--- src/sv/lasl_pkg.sv ---
package lasl_pkg;

    // APB address and data widths
    localparam int ADDR_W = 5;
    localparam int IDX_W  = ADDR_W - 2;
    localparam int DATA_W = 32;

    // Field widths
    localparam int LEVEL_W = 12;
    localparam int STEP_W  = 8;
    localparam int ACCEL_W = 13;
    localparam int SPEED_W = 13;
    localparam int CODE_W  = 2;

    // Register indexes
    localparam logic [IDX_W-1:0] REG_TURN_ON     = 3'd0;
    localparam logic [IDX_W-1:0] REG_TURN_OFF    = 3'd1;
    localparam logic [IDX_W-1:0] REG_STRAIGHT    = 3'd2;
    localparam logic [IDX_W-1:0] REG_CURVE       = 3'd3;
    localparam logic [IDX_W-1:0] REG_SPEED_FLOOR = 3'd4;
    localparam logic [IDX_W-1:0] REG_SPEED_CAP   = 3'd5;
    localparam logic [IDX_W-1:0] REG_STEP        = 3'd6;

    // Register reset values
    localparam logic [LEVEL_W-1:0] RST_TURN_ON     = 12'd300;
    localparam logic [LEVEL_W-1:0] RST_TURN_OFF    = 12'd50;
    localparam logic [LEVEL_W-1:0] RST_STRAIGHT    = 12'd150;
    localparam logic [LEVEL_W-1:0] RST_CURVE       = 12'd250;
    localparam logic [LEVEL_W-1:0] RST_SPEED_FLOOR = 12'd3600;
    localparam logic [LEVEL_W-1:0] RST_SPEED_CAP   = 12'd3950;
    localparam logic [STEP_W-1:0]  RST_STEP        = 8'd4;

    // Turn signal codes
    localparam logic [CODE_W-1:0] TURN_NONE  = 2'd0;
    localparam logic [CODE_W-1:0] TURN_LEFT  = 2'd1;
    localparam logic [CODE_W-1:0] TURN_RIGHT = 2'd2;

    // Speed change codes
    localparam logic [CODE_W-1:0] CHG_NONE  = 2'd0;
    localparam logic [CODE_W-1:0] CHG_ACCEL = 2'd1;
    localparam logic [CODE_W-1:0] CHG_DECEL = 2'd2;

    typedef struct packed {
        logic [LEVEL_W-1:0] turn_on_level;
        logic [LEVEL_W-1:0] turn_off_level;
        logic [LEVEL_W-1:0] straight_limit;
        logic [LEVEL_W-1:0] curve_limit;
        logic [LEVEL_W-1:0] speed_floor;
        logic [LEVEL_W-1:0] speed_cap;
        logic [STEP_W-1:0]  speed_step;
    } cfg_t;

    typedef struct packed {
        logic [SPEED_W-1:0] drive_speed;
        logic [CODE_W-1:0]  speed_change;
        logic [CODE_W-1:0]  turn_state;
        logic               lamp_front_left;
        logic               lamp_front_right;
        logic               lamp_rear_left;
        logic               lamp_rear_right;
    } result_t;

endpackage

--- src/sv/lateral_accel_speed_and_lights.sv ---
// An accepted item is captured in the input register and moves into the result register,
// which drives the m_ ports, when that is empty or being emptied; it leaves with m_ready high.
// Throughput: one item per cycle while m_ready is high; the speed and turn state loop closes
// through compares and one add, and the output register lets a new item enter while a result waits.
// Reset (synchronous, active low) empties both stages, clears the turn state, loads the
// registers with their defaults and sets the speed to the default minimum speed.
module lateral_accel_speed_and_lights (
    input  logic                                aclk,
    input  logic                                aresetn,
    input  logic                                s_valid,
    output logic                                s_ready,
    input  logic signed [lasl_pkg::ACCEL_W-1:0] s_accel_y,
    input  logic                                s_blink_phase,
    output logic                                m_valid,
    input  logic                                m_ready,
    output logic [lasl_pkg::SPEED_W-1:0]        m_drive_speed,
    output logic [lasl_pkg::CODE_W-1:0]         m_speed_change,
    output logic [lasl_pkg::CODE_W-1:0]         m_turn_state,
    output logic                                m_lamp_front_left,
    output logic                                m_lamp_front_right,
    output logic                                m_lamp_rear_left,
    output logic                                m_lamp_rear_right,
    input  logic                                psel,
    input  logic                                penable,
    input  logic                                pwrite,
    input  logic [lasl_pkg::ADDR_W-1:0]         paddr,
    input  logic [lasl_pkg::DATA_W-1:0]         pwdata,
    output logic [lasl_pkg::DATA_W-1:0]         prdata,
    output logic                                pready
);
    import lasl_pkg::*;

    cfg_t                      cfg;
    result_t                   res_next;
    result_t                   res_reg;
    logic                      in_valid_reg;
    logic signed [ACCEL_W-1:0] accel_reg;
    logic                      blink_reg;
    logic                      out_valid_reg;
    logic [CODE_W-1:0]         turn_reg;
    logic [SPEED_W-1:0]        speed_reg;
    logic                      advance;
    logic                      take_in;

    assign pready = 1'b1;

    lasl_regs u_regs (
        .aclk    (aclk),
        .aresetn (aresetn),
        .psel    (psel),
        .penable (penable),
        .pwrite  (pwrite),
        .paddr   (paddr),
        .pwdata  (pwdata),
        .prdata  (prdata),
        .cfg     (cfg)
    );

    lasl_step u_step (
        .accel_y     (accel_reg),
        .blink_phase (blink_reg),
        .turn_cur    (turn_reg),
        .speed_cur   (speed_reg),
        .cfg         (cfg),
        .res         (res_next)
    );

    // The held item moves on when the result register is empty or being emptied.
    assign advance = in_valid_reg && (!out_valid_reg || m_ready);
    assign s_ready = !in_valid_reg || advance;
    assign take_in = s_valid && s_ready;

    always_ff @(posedge aclk) begin
        if (!aresetn) begin
            in_valid_reg  <= 1'b0;
            out_valid_reg <= 1'b0;
            turn_reg      <= TURN_NONE;
            speed_reg     <= {1'b0, RST_SPEED_FLOOR};
        end else begin
            if (take_in) begin
                in_valid_reg <= 1'b1;
            end else if (advance) begin
                in_valid_reg <= 1'b0;
            end
            if (advance) begin
                out_valid_reg <= 1'b1;
                turn_reg      <= res_next.turn_state;
                speed_reg     <= res_next.drive_speed;
            end else if (m_ready) begin
                out_valid_reg <= 1'b0;
            end
        end
    end

    always_ff @(posedge aclk) begin
        if (take_in) begin
            accel_reg <= s_accel_y;
            blink_reg <= s_blink_phase;
        end
        if (advance) begin
            res_reg <= res_next;
        end
    end

    assign m_valid            = out_valid_reg;
    assign m_drive_speed      = res_reg.drive_speed;
    assign m_speed_change     = res_reg.speed_change;
    assign m_turn_state       = res_reg.turn_state;
    assign m_lamp_front_left  = res_reg.lamp_front_left;
    assign m_lamp_front_right = res_reg.lamp_front_right;
    assign m_lamp_rear_left   = res_reg.lamp_rear_left;
    assign m_lamp_rear_right  = res_reg.lamp_rear_right;

endmodule

--- src/sv/lasl_regs.sv ---
module lasl_regs (
    input  logic                          aclk,
    input  logic                          aresetn,
    input  logic                          psel,
    input  logic                          penable,
    input  logic                          pwrite,
    input  logic [lasl_pkg::ADDR_W-1:0]   paddr,
    input  logic [lasl_pkg::DATA_W-1:0]   pwdata,
    output logic [lasl_pkg::DATA_W-1:0]   prdata,
    output lasl_pkg::cfg_t                cfg
);
    import lasl_pkg::*;

    cfg_t             cfg_reg;
    cfg_t             cfg_next;
    logic [IDX_W-1:0] idx;
    logic             wr_en;

    assign idx   = paddr[ADDR_W-1:2];
    assign wr_en = psel && penable && pwrite;

    always_comb begin
        cfg_next = cfg_reg;
        if (wr_en) begin
            unique case (idx)
                REG_TURN_ON:     cfg_next.turn_on_level  = pwdata[LEVEL_W-1:0];
                REG_TURN_OFF:    cfg_next.turn_off_level = pwdata[LEVEL_W-1:0];
                REG_STRAIGHT:    cfg_next.straight_limit = pwdata[LEVEL_W-1:0];
                REG_CURVE:       cfg_next.curve_limit    = pwdata[LEVEL_W-1:0];
                REG_SPEED_FLOOR: cfg_next.speed_floor    = pwdata[LEVEL_W-1:0];
                REG_SPEED_CAP:   cfg_next.speed_cap      = pwdata[LEVEL_W-1:0];
                REG_STEP:        cfg_next.speed_step     = pwdata[STEP_W-1:0];
                default:         cfg_next = cfg_reg;
            endcase
        end
    end

    always_ff @(posedge aclk) begin
        if (!aresetn) begin
            cfg_reg.turn_on_level  <= RST_TURN_ON;
            cfg_reg.turn_off_level <= RST_TURN_OFF;
            cfg_reg.straight_limit <= RST_STRAIGHT;
            cfg_reg.curve_limit    <= RST_CURVE;
            cfg_reg.speed_floor    <= RST_SPEED_FLOOR;
            cfg_reg.speed_cap      <= RST_SPEED_CAP;
            cfg_reg.speed_step     <= RST_STEP;
        end else begin
            cfg_reg <= cfg_next;
        end
    end

    always_comb begin
        unique case (idx)
            REG_TURN_ON:     prdata = DATA_W'(cfg_reg.turn_on_level);
            REG_TURN_OFF:    prdata = DATA_W'(cfg_reg.turn_off_level);
            REG_STRAIGHT:    prdata = DATA_W'(cfg_reg.straight_limit);
            REG_CURVE:       prdata = DATA_W'(cfg_reg.curve_limit);
            REG_SPEED_FLOOR: prdata = DATA_W'(cfg_reg.speed_floor);
            REG_SPEED_CAP:   prdata = DATA_W'(cfg_reg.speed_cap);
            REG_STEP:        prdata = DATA_W'(cfg_reg.speed_step);
            default:         prdata = '0;
        endcase
    end

    assign cfg = cfg_reg;

endmodule

--- src/sv/lasl_step.sv ---
module lasl_step (
    input  logic signed [lasl_pkg::ACCEL_W-1:0] accel_y,
    input  logic                                blink_phase,
    input  logic [lasl_pkg::CODE_W-1:0]         turn_cur,
    input  logic [lasl_pkg::SPEED_W-1:0]        speed_cur,
    input  lasl_pkg::cfg_t                      cfg,
    output lasl_pkg::result_t                   res
);
    import lasl_pkg::*;

    localparam int CMP_W = ACCEL_W + 1;

    logic signed [CMP_W-1:0] y_ext;
    logic signed [CMP_W-1:0] on_pos;
    logic signed [CMP_W-1:0] on_neg;
    logic signed [CMP_W-1:0] off_pos;
    logic signed [CMP_W-1:0] off_neg;
    logic signed [CMP_W-1:0] mag_full;
    logic [ACCEL_W-1:0]      mag;
    logic [CODE_W-1:0]       turn_mid;
    logic [CODE_W-1:0]       turn_new;
    logic [SPEED_W-1:0]      speed_new;
    logic [CODE_W-1:0]       chg;
    logic                    accel_on;
    logic                    decel_on;

    assign y_ext    = CMP_W'(accel_y);
    assign on_pos   = $signed({2'b00, cfg.turn_on_level});
    assign on_neg   = -on_pos;
    assign off_pos  = $signed({2'b00, cfg.turn_off_level});
    assign off_neg  = -off_pos;
    // The most negative sample has magnitude 4096, which still fits the field width.
    assign mag_full = y_ext[CMP_W-1] ? -y_ext : y_ext;
    assign mag      = mag_full[ACCEL_W-1:0];

    always_comb begin
        case (turn_cur) inside
            TURN_LEFT, TURN_RIGHT: turn_mid = turn_cur;
            default:               turn_mid = TURN_NONE;
        endcase
        if (y_ext < on_neg) begin
            turn_mid = TURN_LEFT;
        end else if (y_ext > on_pos) begin
            turn_mid = TURN_RIGHT;
        end
        // A start and a clear can land in the same item when the off level is the larger.
        if ((y_ext > off_neg && turn_mid == TURN_LEFT) ||
            (y_ext < off_pos && turn_mid == TURN_RIGHT)) begin
            turn_new = TURN_NONE;
        end else begin
            turn_new = turn_mid;
        end
    end

    always_comb begin
        speed_new = speed_cur;
        chg       = CHG_NONE;
        if (mag < {1'b0, cfg.straight_limit}) begin
            if (speed_cur < {1'b0, cfg.speed_cap}) begin
                speed_new = speed_cur + {{(SPEED_W-STEP_W){1'b0}}, cfg.speed_step};
                chg       = CHG_ACCEL;
            end
        end else if (mag >= {1'b0, cfg.curve_limit}) begin
            if (speed_cur > {1'b0, cfg.speed_floor}) begin
                speed_new = {1'b0, cfg.speed_floor};
                chg       = CHG_DECEL;
            end
        end
    end

    assign accel_on = (chg == CHG_ACCEL);
    assign decel_on = (chg == CHG_DECEL);

    always_comb begin
        res.drive_speed  = speed_new;
        res.speed_change = chg;
        res.turn_state   = turn_new;
        case (turn_new)
            TURN_LEFT: begin
                res.lamp_front_left  = blink_phase;
                res.lamp_front_right = accel_on;
                res.lamp_rear_left   = 1'b0;
                res.lamp_rear_right  = decel_on;
            end
            TURN_RIGHT: begin
                res.lamp_front_left  = accel_on;
                res.lamp_front_right = blink_phase;
                res.lamp_rear_left   = decel_on;
                res.lamp_rear_right  = 1'b0;
            end
            default: begin
                res.lamp_front_left  = accel_on;
                res.lamp_front_right = accel_on;
                res.lamp_rear_left   = decel_on;
                res.lamp_rear_right  = decel_on;
            end
        endcase
    end

endmodule

--- config.mk ---
export PLATFORM = sky130hd
export DESIGN_NAME = lateral_accel_speed_and_lights
export DESIGN_NICKNAME = d
export VERILOG_FILES = /design/src/sv/lasl_pkg.sv /design/src/sv/lateral_accel_speed_and_lights.sv /design/src/sv/lasl_regs.sv /design/src/sv/lasl_step.sv
export SDC_FILE = /design/constraint.sdc
export NUM_CORES = 1
export LEC_CHECK = 0
export ABC_AREA = 1
export ABC_CLOCK_PERIOD_IN_PS = 3430
export BUFFER_PORTS_ARGS = -buffer_cell sky130_fd_sc_hd__buf_2
export CAP_MARGIN = 20
export CORE_MARGIN = 2
export CORE_UTILIZATION = 44
export CTS_BUF_LIST = sky130_fd_sc_hd__clkbuf_8 sky130_fd_sc_hd__clkbuf_16
export DETAILED_ROUTE_END_ITERATION = 12
export PLACE_DENSITY = 0.6
export SLEW_MARGIN = 20
export SYNTH_ARGS = -nofsm -noshare
export SYNTH_HDL_FRONTEND = slang
export SYNTH_HIERARCHICAL = 1
export SYNTH_SLANG_ARGS = --single-unit
--- constraint.sdc ---
create_clock -name aclk -period 3.43 [get_ports aclk]
set_input_delay 0.1715 -clock aclk [delete_from_list [all_inputs] [get_ports aclk]]
set_output_delay 0.1715 -clock aclk [all_outputs]
set_load 0.01 [all_outputs]
==> results of run 1 <==
-- worst reg2reg max path, stage by stage, from the launching register on --
cell	delay, ns
dfxtp_4	0.34
buf_4	0.14
nor3_2	0.16
nand3_2	0.13
nor3_2	0.22
nand2_1	0.09
nor2_2	0.16
nand3_1	0.09
nand2_1	0.07
nand2_1	0.05
ha_1	0.29
nand2_1	0.07
nor2_2	0.15
and2_4	0.16
nand2_2	0.07
nand3_2	0.07
nand2_1	0.06
nor2_2	0.14
inv_1	0.07
nand3_2	0.07
inv_2	0.05
ha_4	0.26
o21ai_2	0.13
nand2_2	0.06
-- final timing paths --
path	endpoint	slack (ns)
worst max register to register	m_lamp_front_right	0.09
worst max-delay path	m_lamp_front_right	0.09
worst min-delay path	u_regs/cfg[38]	0.02
worst min register to register	u_regs/cfg[31]	0.49
-- cells in the final DEF, fill, tap and decap left out, types with 18 or more instances in the layout --
master     count
nand2_1      421
inv_1        186
nor2_1       184
nand3_1      167
ha_1         104
dfxtp_1       92
buf_2         70
buf_4         53
a21oi_1       47
nand4_1       44
edfxtp_1      35
xor2_1        27
conb_1        21
o21ai_0       21
nand2_2       20
inv_2         19
clkbuf_16     18
-- logic make-up after synthesis --
group                    count (synthesis)  share of synthesized area
adder cells (fa/ha/maj)                110                      0.133
AND/OR/NAND/NOR                        902                      0.382
XOR/XNOR                                32                     0.0270
AO/OA/AOI/OAI                           90                     0.0463
flip-flops                             132                      0.288
buffers and inverters                  280                      0.123
other                                    2                   0.000724
-- cell type report --
cell class / instances / area [um2] / area share
Sequential cell: 132 / 3000 / 0.247
Timing Repair Buffer: 142 / 961 / 0.0790
Inverter: 205 / 772 / 0.0635
Tap cell: 319 / 399 / 0.0328
Clock inverter: 13 / 144 / 0.0118
Clock buffer: 19 / 464 / 0.0382
Multi-Input combinational cell: 1155 / 6410 / 0.527
-- stage by stage --
step | utilization | hold WS (ns) | cells
2_1_floorplan | - | 0.270 | 1567
3_3_place_gp | 0.473 | 0.349 | 1922
3_5_place_dp | 0.473 | 0.350 | 1922
4_1_cts | 0.506 | 0.00671 | 1970
5_1_grt | 0.521 | 0.0128 | 1985
6_report | 0.521 | 0.0216 | 1985
-- power breakdown --
group | switching, W | internal (W) | total [W] | leakage, nW
sequential | 0.0000655 | 0.00168 | 0.00175 | 1.12
combinational | 0.000653 | 0.000363 | 0.00102 | 4.82
clock | 0.000776 | 0.00114 | 0.00192 | 0.302
-- repair_timing --
| action | CTS | global route |
|---|---|---|
| cloned | 0 | 0 |
| hold buffers | 15 | 0 |
| pin swaps | 2 | 37 |
| endpoints found under the setup margin | 2 | 32 |
| hold endpoints to repair | 15 | 0 |
| resized for setup | 4 | 70 |
| setup buffers | 1 | 15 |
-- per-layer routing --
layer	vias up	part of all wire	global-route usage
li1	5127	-	-
met1	4506	0.46	0.349
met2	328	0.46	0.406
met3	35	0.060	0.0391
met4	0	0.015	0.0615
met5	-	0	0
==> results.sh, run 1 <==
export IMPL_yosys_cell_count_top_type="nand2_1"
export IMPL_hp_start="pwdata[6]"
export IMPL_path_cells="buf_4 -> nor3_2 -> nand3_2 -> nor3_2 -> nand2_1 -> nor2_2 -> nand3_1 -> nand2_1 -> nand2_1 -> ha_1 -> nand2_1 -> nor2_2 -> and2_4 -> nand2_2 -> nand3_2 -> nand2_1 -> nor2_2 -> inv_1 -> nand3_2 -> inv_2 -> ha_4 -> o21ai_2 -> nand2_2"
export IMPL_grt_pass1_vias=8874
export IMPL_synth_seq_cells=132
export IMPL_worst_slack_ns=0.0890
export IMPL_leakagePower_nw=6.24
export IMPL_hp_class="in -> reg"
export IMPL_nets=1821
export IMPL_port_buffers=70
export IMPL_max_slew_margin_rel=0.359
export IMPL_synth_async_sr_flop_share=0
export IMPL_route_vias_total=9996
export IMPL_hold_viol_final=0
export IMPL_grt_util_all_layers=0.251
export IMPL_critPathLaunch="u_regs/cfg[56]"
export IMPL_required_ns=3.61
export IMPL_synth_top_area_frac=0.187
export IMPL_final_setup_skew_ns=0.0151
export IMPL_die_height_um=158
export IMPL_yosysTopAreaCell="dfxtp_1"
export IMPL_fin_crit_sh=0.974
export IMPL_crit_buf_inv=3
export IMPL_first_pass_iters=5
export IMPL_fillers=2397
export IMPL_cp_max_fo=5
export IMPL_yosys_top_cells_area="dfxtp_1 (19%), nand2_1 (16%), ha_1 (13%), edfxtp_1 (10%), nand3_1 (8.6%)"
export IMPL_powerDensity_nw_per_um2=385
export IMPL_max_freq_mhz=299
export IMPL_drtAntennaViolNets=0
export IMPL_cts_root_buf="clkbuf_16"
export IMPL_final_max_slew_viol_count=0
export IMPL_grt_setup_unrepaired="true"
export IMPL_diodes=0
export IMPL_worstSetupStartpointType="flop"
export IMPL_viasPerCell=5.04
export IMPL_critPathSlowestCell="dfxtp_4"
export IMPL_cts_tree="yes"
export IMPL_maxCapViolations=0
export IMPL_cp_depth=23
export IMPL_crit_path_max_incr_delay_ns=0.34
export IMPL_start_util=0.445
export IMPL_synth_edf_count=35
export IMPL_clkTransAtPathRegs_ns=0.07
export IMPL_synth_avg_cell_area_um2=6.70
export IMPL_ir_worst_vdd_v=0.000272
export IMPL_seq_area_frac_synth=0.288
export IMPL_rr_worst_depth=23
export IMPL_htreeDepth=4
export IMPL_clockBufferDepth=2
export IMPL_wl_um=31000
export IMPL_synth_area_um2=10400
export IMPL_crit_path_end_kind="flop"
export IMPL_synth_warnings=6
export IMPL_p_total_w=0.00468
export IMPL_ios=114
export IMPL_setup_viol=0
export IMPL_overflow=0
export IMPL_status="finished clean"
export IMPL_synth_ff_type="dfxtp_1"
export IMPL_fin_area_um2=12200
export IMPL_crit_family="simple AND/OR/NAND/NOR gates"
export IMPL_crit_path_frequent_cell="nand2_1"
export IMPL_drive_above_1_share=0.162
export IMPL_worstSkewPairLatency_ns=0.43
export IMPL_grt_pass1_wl_um=47800
export IMPL_syn2layout_area_growth_pct=17.1
export IMPL_hpwl_um=23100
export IMPL_dieArea_um2=24800
export IMPL_antenna_found_initial=0
export IMPL_whs_path_depth=3
export IMPL_synth_top_cells_by_count="nand2_1 (434), nor2_1 (192), inv_1 (190), nand3_1 (179), ha_1 (109)"
export IMPL_largest_reg_flops=80
export IMPL_drc=0
export IMPL_syn_inst=1548
export IMPL_row_count=56
export IMPL_crit_type="reg -> reg"
export IMPL_period_minus_slack_ns=3.34
export IMPL_avgRoutedWirePerCell_um=15.6
export IMPL_clock_sinks=132
export IMPL_reg2reg_from="u_regs/cfg[56]"
export IMPL_tns_ns=0
export IMPL_grt_max_degree=97
export IMPL_place_area_um2=11000
export IMPL_dieWidth_um=158
export IMPL_core_area_um2=23300
export IMPL_gp_congestion=0.925
export IMPL_synth_cell_types=43
export IMPL_pre_cts_slack_ns=-0.0169
export IMPL_worst_ep_arrival_time_ns=3.52
export IMPL_cts_buffers=17
export IMPL_worst_slew_pin_slew_ns=0.958
export IMPL_first_iter_violations=847
No activity file was read; power rests on OpenSTA's default activity.
==> run 2, diff against run 1 <==
- ABC_AREA: 1 -> unset
- CAP_MARGIN: 20 -> 30
==> run 2 against run 1 <==
Effect of this change: the run now ends with negative setup slack left; die area fell by 8.9%; critical path depth fell by 4; power fell by 3.7%; combinational power fell by 14%; cell area fell by 3.6%; register-to-register slack got worse by 0.47 ns; non-clock buffer count rose by 39; sequential power fell by 3%; sequential cell count did not move.
==> results.sh, run 2 <==
export IMPL_crit_path_frequent_cell="buf_4"
export IMPL_leakagePower_nw=5.40
export IMPL_nets=1364
export IMPL_dp_cells=1419
export IMPL_switching_share=0.283
export IMPL_crit_path_max_incr_delay_ns=0.40
export IMPL_ir_worst_vdd_v=0.000411
export IMPL_viasPerCell=5.45
export IMPL_yosysTopAreaCell="dfxtp_1"
export IMPL_port_buffers=70
export IMPL_crit_family="compound AO/OA/AOI/OAI gates"
export IMPL_route_vias_total=8090
export IMPL_grt_max_degree=59
export IMPL_wl_um=27600
export IMPL_worst_slack_ns=-0.380
export IMPL_finalNonFillerCells=1484
export IMPL_grt_setup_unrepaired="true"
export IMPL_ios=114
export IMPL_crit_buf_inv=5
export IMPL_clockBufferDepth=2
export IMPL_cts_root_buf="clkbuf_16"
export IMPL_final_setup_skew_ns=0.00791
export IMPL_avgRoutedWirePerCell_um=18.6
export IMPL_worstSetupStartpointType="flop"
export IMPL_maxCapViolations=0
export IMPL_syn2layout_area_growth_pct=24.2
export IMPL_crit_path_end_kind="flop"
export IMPL_cp_max_fo=8
export IMPL_internal_power_w=0.00323
export IMPL_drc=0
export IMPL_synth_warnings=6
export IMPL_grt_pass1_vias=7944
export IMPL_max_freq_mhz=262
export IMPL_p_switching_w=0.00128
export IMPL_start_util=0.448
export IMPL_hold_viol_final=0
export IMPL_synth_top_cells_by_count="nand2_1 (119), ha_1 (109), inv_1 (104), dfxtp_1 (97), mux2i_1 (94)"
export IMPL_path_cells="inv_2 -> ha_4 -> or3b_4 -> or2_4 -> o31a_1 -> xor2_2 -> ha_1 -> a21o_1 -> a211oi_2 -> o311ai_4 -> buf_4 -> buf_6 -> nand3_4 -> inv_6 -> nor2_4 -> buf_4 -> a221o_1 -> nand2_1 -> mux2i_1"
export IMPL_first_iter_violations=496
export IMPL_synth_top_area_frac=0.206
export IMPL_dieArea_um2=22600
export IMPL_period_minus_slack_ns=3.81
export IMPL_die_height_um=150
export IMPL_synth_avg_cell_area_um2=9.09
export IMPL_clock_sinks=132
export IMPL_synth_ff_type="dfxtp_1"
export IMPL_most_common_layout_cells="nand2_1 (117), ha_1 (105), inv_1 (98)"
export IMPL_final_common_cell="nand2_1"
export IMPL_overflow=0
export IMPL_worstSkewPairLatency_ns=0.43
export IMPL_worst_ep_arrival_time_ns=4.17
export IMPL_synth_async_sr_flop_share=0
export IMPL_crit_type="reg -> reg"
export IMPL_yosys_top_cells_area="dfxtp_1 (21%), ha_1 (14%), edfxtp_1 (11%), mux2i_1 (10%), nand2_1 (4.7%)"
export IMPL_seq_area_frac_synth=0.317
export IMPL_critPathLaunch="accel_reg[0]"
export IMPL_reg2reg_from="accel_reg[0]"
export IMPL_row_count=53
export IMPL_powerDensity_nw_per_um2=385
export IMPL_diodes=0
export IMPL_synth_seq_cells=132
export IMPL_drive_above_1_share=0.240
export IMPL_synth_cell_types=80
export IMPL_hp_start="pwdata[3]"
export IMPL_antenna_found_initial=0
export IMPL_combPwrFrac=0.194
export IMPL_setup_viol=30
export IMPL_cts_buffers=17
export IMPL_htreeDepth=4
export IMPL_violations="negative setup slack"
export IMPL_grt_pass1_wl_um=43000
export IMPL_dieWidth_um=150
export IMPL_yosys_cell_count_top_type="nand2_1"
export IMPL_first_pass_iters=5
export IMPL_drtAntennaViolNets=0
export IMPL_critPathSlowestCell="edfxtp_1"
export IMPL_syn_inst=1037
export IMPL_hp_class="in -> reg"
export IMPL_clkTransAtPathRegs_ns=0.06
export IMPL_seq_power_share=0.375
export IMPL_worst_slew_pin_slew_ns=0.715
export IMPL_hpwl_um=20900
export IMPL_tns_ns=-8.13
export IMPL_max_slew_margin_rel=0.523
export IMPL_synth_area_um2=9430
export IMPL_fin_crit_sh=1.11
export IMPL_status="finished, violations left"
export IMPL_required_ns=3.79
export IMPL_core_area_um2=21000
export IMPL_largest_reg_flops=80
export IMPL_gp_congestion=0.959
export IMPL_grt_util_all_layers=0.250
export IMPL_synth_edf_count=35
export IMPL_cts_tree="yes"
export IMPL_final_max_slew_viol_count=0
export IMPL_clkPwrFrac=0.431
## run 2: cell count changes after synthesis, moves of 19 or more
cell     change
xor2_1      -25
xnor2_1     +23
mux2i_1     +94
inv_1       -86
nor2_1     -165
nor2b_1     +22
nand3_1    -157
a21oi_1     -19
nand2_1    -315
nand4_1     -33
o21ai_0     +30
## run 2: kinds of logic after synthesis
logic type	Yosys count	share of synthesized area
AO/OA/AOI/OAI	215	0.162
XOR/XNOR	30	0.0279
adder cells (fa/ha/maj)	110	0.147
buffers and inverters	167	0.0860
flip-flops	132	0.317
multiplexers	98	0.105
other	2	0.000797
AND/OR/NAND/NOR	283	0.154
## run 2: area by class of cell
| type | instances | area, um2 |
|---|---|---|
| fill | 1872 | 9310 |
| multi-input combinational | 757 | 6050 |
| sequential | 132 | 3000 |
| timing repair buffer | 181 | 1290 |
| clock buffer | 22 | 505 |
| inverter | 107 | 409 |
| tap | 275 | 344 |
| clock inverter | 10 | 116 |
## run 2: path summary, 6_finish.rpt
| kind | end | slack (ns) | cells past startpoint |
|---|---|---|---|
| worst min-delay path | u_regs/cfg[71] | 0.05 | 3 |
| worst max register to register | speed_reg[7] | -0.38 | 19 |
| worst min register to register | turn_reg[0] | 0.46 | 2 |
| worst max-delay path | speed_reg[7] | -0.38 | 19 |
## run 2: repair_timing
action                                 CTS  global route
setup endpoints to repair               32            33
resized for setup                       19            49
setup buffers                            9             9
pin swaps                               15            13
hold buffers                            15             0
endpoints found under the hold margin   15             0
## run 2: power groups by stage
stage	registers, W	logic, W	clock network [W]
3_5_place_dp	0.00172	0.000731	0
4_1_cts	0.00169	0.000766	0.00198
5_1_grt	0.00170	0.000959	0.00204
6_report	0.00169	0.000874	0.00194
3_3_place_gp	0.00172	0.000724	0
2_1_floorplan	0.00173	0.000493	0
## run 2: tightest hold or removal path: stages
cell	delay [ns]
buf_2	0.11
nand3_1	0.07
nand3b_1	0.09
## run 2: metrics by stage
step	hold slack, ns	util	cell area [um2]	total power, W	worst slack (ns)
4_1_cts	0.0268	0.541	11400	0.00444	-0.326
5_1_grt	0.0574	0.557	11700	0.00469	-0.584
6_report	0.0450	0.557	11700	0.00451	-0.380
3_3_place_gp	0.349	0.498	10500	0.00245	-0.338
2_1_floorplan	0.270	-	9580	0.00222	-0.363
3_5_place_dp	0.350	0.498	10500	0.00246	-0.418
## run 2: routing by layer
metal,share of wire,GRT usage
met5,0,0
met4,0.027,0.0906
met3,0.043,0.0448
met2,0.47,0.411
met1,0.46,0.327
